## src/rtl/chse_pkg.sv

```systemverilog
// Shared widths, types and helper functions of the cubic Hermite segment evaluator.
`timescale 1ns / 1ps
`default_nettype none

package chse_pkg;

	localparam int unsigned U_FRAC_BITS = 24;

	// u and its powers: unsigned, one integer bit so that 1.0 fits
	localparam int unsigned QW  = U_FRAC_BITS + 1;
	// basis weights: signed, room for +-8.0
	localparam int unsigned WW  = U_FRAC_BITS + 4;
	// weight times a 33-bit operand, and the sum of two such
	localparam int unsigned PRW = WW + 33;
	localparam int unsigned PW  = PRW + 1;
	// term magnitude, holds the cap 2^40
	localparam int unsigned TW  = 41;

	localparam int unsigned DIV_QW  = TW;
	localparam int unsigned DIV_NW  = PW + 32;
	localparam int unsigned DIV_DW  = U_FRAC_BITS + 32;
	localparam int unsigned DIV_RW  = DIV_NW - DIV_QW;
	localparam int unsigned DIV_LAT = DIV_QW + 1;

	localparam int unsigned BASIS_LAT = 3;
	localparam int unsigned MS_PER_S  = 1000;

	// 1000 = 125 * 2^3: divide by 1000 * 2^F as a shift, then a reciprocal multiply by 1/125
	localparam int unsigned MS_ODD  = 125;
	localparam int unsigned MS_SH   = U_FRAC_BITS + 3;
	localparam int unsigned MS_MW   = DIV_NW - MS_SH;
	localparam int unsigned RCP_SH  = 54;
	localparam int unsigned RCP_W   = 48;
	localparam int unsigned LIMB    = RCP_W / 2;
	// two product stages run ahead of the delay line that matches the divider latency
	localparam int unsigned POS_DLY = DIV_LAT - 2;

	localparam logic [TW-1:0]     TERM_CAP = TW'(1) << (TW - 1);
	localparam logic [QW-1:0]     U_ONE    = QW'(1) << U_FRAC_BITS;
	localparam logic [RCP_W-1:0]  RCP_ODD  = RCP_W'((64'd1 << RCP_SH) / MS_ODD + 64'd1);
	localparam logic [MS_MW-1:0]  MS_LIM   = MS_MW'(MS_ODD) << (TW - 1);

	typedef logic signed [WW-1:0] wt_t;

	typedef struct packed {
		wt_t h00;
		wt_t h01;
		wt_t h10;
		wt_t h11;
		wt_t dh00;
		wt_t dh10;
		wt_t dh11;
	} basis_t;

	// magnitude of a signed sum
	function automatic logic [PW-1:0] mag_of(input logic signed [PW-1:0] v);
		return v[PW-1] ? PW'(-v) : PW'(v);
	endfunction

	// drop the fraction and cap the magnitude
	function automatic logic [TW-1:0] cap_term(input logic [PW-1:0] mag);
		logic [PW-U_FRAC_BITS-1:0] sh;
		sh = mag[PW-1:U_FRAC_BITS];
		return (sh >= TERM_CAP) ? TERM_CAP : TW'(sh);
	endfunction

	function automatic logic signed [TW:0] apply_sign(input logic neg, input logic [TW-1:0] t);
		logic signed [TW:0] s;
		s = $signed({1'b0, t});
		return neg ? -s : s;
	endfunction

	function automatic logic signed [31:0] sat32(input logic signed [TW+1:0] v);
		logic signed [31:0] r;
		if (v[TW+1:31] == '0 || v[TW+1:31] == '1) begin
			r = v[31:0];
		end else begin
			r = v[TW+1] ? 32'sh8000_0000 : 32'sh7fff_ffff;
		end
		return r;
	endfunction

endpackage

`default_nettype wire

```

## src/rtl/chse_basis.sv

```systemverilog
// Three-stage Hermite basis: u^2, u^3, then the seven weights and slopes.
`timescale 1ns / 1ps
`default_nettype none

module chse_basis import chse_pkg::*; (
	input  logic          clk,
	input  logic          arst_n,
	input  logic          en,
	input  logic          in_vld,
	input  logic [QW-1:0] q,
	output logic          out_vld,
	output basis_t        wts
);

	logic          vld_s1, vld_s2, vld_s3;
	logic [QW-1:0] q_s1, q2_s1, q_s2, q2_s2, q3_s2;
	basis_t        wts_s3;

	logic [2*QW-1:0] qq, qqq;
	wt_t             qw, q2w, q3w, onew, t;
	basis_t          wts_c;

	assign qq  = (2*QW)'(q) * (2*QW)'(q);
	assign qqq = (2*QW)'(q2_s1) * (2*QW)'(q_s1);

	assign qw   = $signed({{(WW - QW){1'b0}}, q_s2});
	assign q2w  = $signed({{(WW - QW){1'b0}}, q2_s2});
	assign q3w  = $signed({{(WW - QW){1'b0}}, q3_s2});
	assign onew = $signed({{(WW - QW){1'b0}}, U_ONE});
	assign t    = q2w - qw;

	always_comb begin
		wts_c.h00  = q3w + q3w - q2w - q2w - q2w + onew;
		wts_c.h10  = q3w - q2w - q2w + qw;
		wts_c.h01  = q2w + q2w + q2w - q3w - q3w;
		wts_c.h11  = q3w - q2w;
		wts_c.dh00 = (t <<< 2) + (t <<< 1);
		wts_c.dh10 = q2w + q2w + q2w - (qw <<< 2) + onew;
		wts_c.dh11 = q2w + q2w + q2w - qw - qw;
	end

	always_ff @(posedge clk or negedge arst_n) begin
		if (!arst_n) begin
			vld_s1 <= 1'b0;
			vld_s2 <= 1'b0;
			vld_s3 <= 1'b0;
		end else if (en) begin
			vld_s1 <= in_vld;
			vld_s2 <= vld_s1;
			vld_s3 <= vld_s2;
		end
	end

	always_ff @(posedge clk) begin
		if (en) begin
			q_s1   <= q;
			q2_s1  <= qq[QW+U_FRAC_BITS-1:U_FRAC_BITS];
			q_s2   <= q_s1;
			q2_s2  <= q2_s1;
			q3_s2  <= qqq[QW+U_FRAC_BITS-1:U_FRAC_BITS];
			wts_s3 <= wts_c;
		end
	end

	assign out_vld = vld_s3;
	assign wts     = wts_s3;

endmodule

`default_nettype wire

```

## config.mk

```make
export PLATFORM = sky130hd
export DESIGN_NAME = chse_basis
export DESIGN_NICKNAME = d
export VERILOG_FILES = /design/src/rtl/chse_pkg.sv /design/src/rtl/chse_basis.sv
export SDC_FILE = /design/constraint.sdc
export NUM_CORES = 2
export LEC_CHECK = 0
export ABC_AREA = 1
export BUFFER_PORTS_ARGS = -buffer_cell sky130_fd_sc_hd__buf_2
export CAP_MARGIN = 20
export CELL_PAD_IN_SITES_DETAIL_PLACEMENT = 2
export CELL_PAD_IN_SITES_GLOBAL_PLACEMENT = 2
export CORE_UTILIZATION = 36
export CTS_CLUSTER_DIAMETER = 30
export DETAILED_ROUTE_END_ITERATION = 6
export PLACE_DENSITY_LB_ADDON = 0.1
export SLEW_MARGIN = 20
export SYNTH_ARGS = -nofsm -noshare
export SYNTH_HDL_FRONTEND = slang
export SYNTH_SLANG_ARGS = --single-unit
```

## constraint.sdc

```tcl
create_clock -name clk -period 6.1 [get_ports clk]
set_input_delay 0.61 -clock clk [delete_from_list [all_inputs] [get_ports clk]]
set_output_delay 0.61 -clock clk [all_outputs]
set_load 0.01 [all_outputs]
```

# Word level (Yosys, flattened, before mapping)
# Cells that the tools add are included.
[totals]
input_bits = 29
regBits = 324
[classes]
n_mul = 2
add_sub_neg = 18
[op_table]
columns = ["cell", "count"]
rows = [
  ["28-bit by 26-bit subtractor with 28-bit output", 5],
  ["25-bit by 25-bit multiplier with 49-bit output", 2],
  ["28-bit by 26-bit adder with 28-bit output (second input constant)", 2],
  ["25-bit by 25-bit adder with 26-bit output", 2],
  ["25-bit by 25-bit subtractor with 26-bit output", 2],
  ["28-bit by 26-bit adder with 28-bit output", 1],
  ["28-bit by 27-bit adder with 28-bit output", 1],
  ["27-bit by 25-bit subtractor with 28-bit output", 1],
  ["27-bit by 26-bit subtractor with 28-bit output", 1],
  ["28-bit subtractor", 1],
  ["26-bit by 25-bit adder with 27-bit output", 1],
  ["26-bit by 25-bit subtractor with 27-bit output", 1],
]

# Logic depth before layout (Yosys ltp)
[logic_depth]
ltp_word = 5
ltp_mapped = 32
depth_no_buf = 30

# Worst setup path before layout
# Ideal clock, no wire load.
[synth_path]
kind = "input to register"
start = "in q[3]"
end = "reg q2_s1[7], data pin"
cell_stages = 26
arrival_ns = 6.203
path_slack_ns = -0.362
required_ns = 5.841
cell_sequence = "clkbuf_1 clkbuf_1 nand2_1 fa_1 inv_1 fa_1 inv_1 fa_1 inv_1 fa_1 inv_1 fa_1 inv_1 fa_1 inv_1 fa_1 inv_1 ha_1 nand2_1 inv_1 a21oi_1 nor2_1 nor2_1 o21ai_0 nand2b_1 xor2_1"
[synth_between]
elab_chain_cells = 1
[synth_rtl]
columns = ["element", "line", "source"]
rows = [
  ["from (decl)", "chse_basis.sv:10", "input logic [QW-1:0] q,"],
  ["25-bit by 25-bit multiplier with 49-bit output", "chse_basis.sv:23", "assign qq = (2*QW)'(q) * (2*QW)'(q);"],
  ["net qq[31]", "chse_basis.sv:19", "logic [2*QW-1:0] qq, qqq;"],
  ["to (signal assigned)", "chse_basis.sv:57", "q2_s1 <= qq[QW+U_FRAC_BITS-1:U_FRAC_BITS];"],
  ["to (decl)", "chse_basis.sv:16", "logic [QW-1:0] q_s1, q2_s1, q_s2, q2_s2, q3_s2;"],
]
# The timed path passes the listed nets, and every way through them passes these cells.
# A chain may end at the register's enable or synchronous reset.

# Worst setup path after layout
[layout_path]
start = "reg q2_s1[12]"
end = "reg q3_s2[17], data pin"
[layout_between]
elab_chain_cells = 1
[layout_rtl]
columns = ["element", "line", "source"]
rows = [
  ["25-bit by 25-bit multiplier with 49-bit output", "chse_basis.sv:24", "assign qqq = (2*QW)'(q2_s1) * (2*QW)'(q_s1);"],
  ["net qqq[41]", "chse_basis.sv:19", ""],
  ["to (signal assigned)", "chse_basis.sv:60", "q3_s2 <= qqq[QW+U_FRAC_BITS-1:U_FRAC_BITS];"],
  ["to (decl)", "chse_basis.sv:16", ""],
]
# The timed path passes the listed nets, and every way through them passes these cells.

==> out/metrics.cfg <==
[detailed_routing]
drtIter0Drc = 2988
highest_layer = met5
totalWireLength_um = 310000
ant_nets = 0
avgViaCountPerCell = 5.22
routedWlPerCell_um = 26.6
drcViolationCount = 0
vias = 60872
wl_met2_um = 155000
dr.pass1.iters = 6
wl_met3_um = 12900
wl_met1_um = 120000

[setup_path]
cp.required_ps = 6560
crit_start = q2_s1[12]$_DFFE_PP_
slowest_delay_ps = 620
reg2reg_slack_ps = -910
worstSetupStartpointType = flip-flop
critPathCaptureType = flip-flop
critPathBufInv = 11
arrival_ps = 7470
r2r_end = q3_s2[17]$_DFFE_PP_
critical-path-top-delay-family = adder cells
r2r-start = q2_s1[12]$_DFFE_PP_
cp-endpoint = q3_s2[17]$_DFFE_PP_
ff2ff_path_depth = 29
criticalPathCategory = flip-flop to flip-flop
crit_cells = 29
critPathMaxFanout = 6
slowest_stage = fa_1

[grt]
grtUsageTotal_pct = 31.9
grt_pass1_wl_um = 442000
grt_pass1_vias = 70574
grt_max_degree = 109
antenna_found_initial = 8
grt-ovfl-total = 0

[timing]
timing.hold.ws_ps = 80.0
fin_tns_setup_ps = -20620
finalCritPeriodShare_pct = 115
setup-violations-final = 26
slew_headroom_pct = 31.2
post-route-min-period_ps = 7010
hold_viol = 0
fmax_ghz = 0.143
clock_skew_ps = 83.7
slew_violations = 0
layout_setup_ws_ps = -908
rsz0062_at_grt = true
worst_pin_slew_ps = 1030

[synthesis]
syn_inst = 8357
yosysSeqAreaShare_pct = 14.6
syn_area_sq_mm = 0.0656
synth_edf_count = 316
ys_ff_latch = 319
syn_nets = 10067
synth.distinct_cells = 47
synthFlopType = edfxtp_1
ys_warn_count = 0
postSynthAreaPerCell_sq_um = 7.84
synth-async-reset-ratio_pct = 0.940

[clock_network]
root_buffer = clkbuf_16
htreeDepth = 3
numCtsBuffers = 100
clockBufferDepth = 3
cts.sinks = 319
tritoncts = yes
path_clk_slew_ps = 50
worstSkewPairLatency_ps = 790

[die]
die_x_um = 429
core_sq_mm = 0.181
num_io_pins = 226
die-area_sq_mm = 0.184
die_y_um = 429
row_count = 156
initial_core_util_pct = 36.3

[finish]
layout-drive-gt1-share_pct = 17.4
instances_no_fill = 11662
num-nets-final = 10911
syn_to_final_growth_pct = 24.3

[place]
dp.cells = 11384
io_buffers = 224
dp_hpwl_um = 239000
gp_congestion = 0.950

[hold_path]
hold_path.class = input port to flip-flop

[run]
max_cap_violations = 0

[run_status]
status = finished with violations
violations = setup timing

==> worst min path at each step <==
stage            from                   to  slack (ps)  cells past startpoint
2_1_floorplan  arst_n  out_vld$_DFFE_PN0P_         310                      0
3_3_place_gp   arst_n   vld_s1$_DFFE_PN0P_         400                      1
3_5_place_dp   arst_n  out_vld$_DFFE_PN0P_         410                      1
4_1_cts        in_vld   vld_s1$_DFFE_PN0P_          40                      3
5_1_grt        in_vld   vld_s1$_DFFE_PN0P_          70                      3
6_report       in_vld   vld_s1$_DFFE_PN0P_          80                      3
==> cell families (layout without fill, tap and decap cells) <==
kind of cell	after synthesis	in the layout	synth area share, %
other	1	7	0.00572
xor gates and xnor gates	256	256	3.42
DFF	319	319	14.6
adders and majority gates	1681	1681	43.8
muxes	1	1	0.0172
buffers and inverters	2434	3363	14.0
and+or+nand+nor	2864	2864	17.4
AOI/OAI and AO/OA	801	801	6.81
==> placed cells by master (no fill, tap or decap), types with 176 or more instances in the layout <==
cell / netlist / final
inv_1: 2217 / 2140
nand2_1: 1995 / 1860
fa_1: 1021 / 987
ha_1: 660 / 619
buf_4: 5 / 597
nor2_1: 463 / 387
a21oi_1: 417 / 364
edfxtp_1: 316 / 316
buf_2: 2 / 208
nand3_1: 220 / 203
xor2_1: 180 / 177
o21ai_0: 202 / 176
==> tightest hold or removal path, delay by kind of cell <==
kind | cells | cell delay [ps]
buffers and inverters | 1 | 70
AOI/OAI and AO/OA | 1 | 70
and+or+nand+nor | 1 | 50
==> stage by stage <==
stage	util, %	setup slack (ps)	instance area (sq um)
after floorplan	-	-4.69	65700
after global placement	41.2	-700	74600
after detailed placement	41.2	-882	74600
after CTS	44.3	-327	80000
after global routing	45.1	-1050	81500
final	45.1	-908	81500
==> synthesized netlist by cell type, types with 2 or more instances <==
master | number | area, sq um
nand4_1 | 79 | 494
nor3_1 | 76 | 380
nor4_1 | 12 | 75.1
clkbuf_1 | 208 | 781
ha_1 | 660 | 8260
a21boi_0 | 11 | 82.6
xor2_1 | 180 | 1580
a21oi_1 | 417 | 2090
nand2b_1 | 2 | 12.5
a21o_1 | 39 | 293
a211oi_1 | 6 | 45.0
fa_1 | 1021 | 20400
a31oi_1 | 14 | 87.6
o21bai_1 | 60 | 450
a21boi_2 | 3 | 33.8
inv_1 | 2217 | 8320
nor3_2 | 2 | 20.0
o21ai_2 | 9 | 78.8
and2_1 | 3 | 18.8
xnor2_1 | 76 | 666
buf_2 | 2 | 10.0
o21a_1 | 11 | 82.6
o21ai_1 | 5 | 25.0
dfrtp_1 | 3 | 75.1
buf_4 | 5 | 37.5
nand2_2 | 3 | 18.8
nand2_1 | 1995 | 7490
o31ai_1 | 5 | 37.5
nand3_1 | 220 | 1100
nor2_1 | 463 | 1740
edfxtp_1 | 316 | 9490
o211ai_1 | 15 | 113
o21ai_0 | 202 | 1010
nand3b_1 | 4 | 30.0
==> sequential cells by signal, summed over array words and instances (netlist names) <==
signal	count
out_vld	1
q3_s2	25
q_s1	25
q2_s2	25
vld_s1	1
wts	191
q_s2	25
vld_s2	1
q2_s1	25
==> what timing repair did <==
action                                  in CTS  in global routing
endpoints found under the hold margin        3                  0
pin swaps                                  144                165
cloned                                       4                  2
setup buffers                               43                 40
hold buffers                                 1                  0
endpoints found under the setup margin      42                 50
resized for setup                          407                315
==> layer usage <==
layer | vias to the layer above | GRT usage, %
li1 | 26859 | -
met1 | 31493 | 37.9
met2 | 1706 | 56.6
met3 | 812 | 3.47
met4 | 2 | 17.0
met5 | - | 0
==> layout make-up <==
type | count | area (sq um)
diodes | 6 | 15.0
flip-flops and latches | 319 | 9560
multi-input cells | 5604 | 49100
clock buffers | 109 | 2540
clock inverters | 78 | 913
repair buffers | 958 | 8040
fillers | 20314 | 99300
well taps | 2370 | 2970
inverters | 2218 | 8330
Power is not shown: default switching activity piles up to over one toggle a cycle in this logic, so the estimate is an artifact.
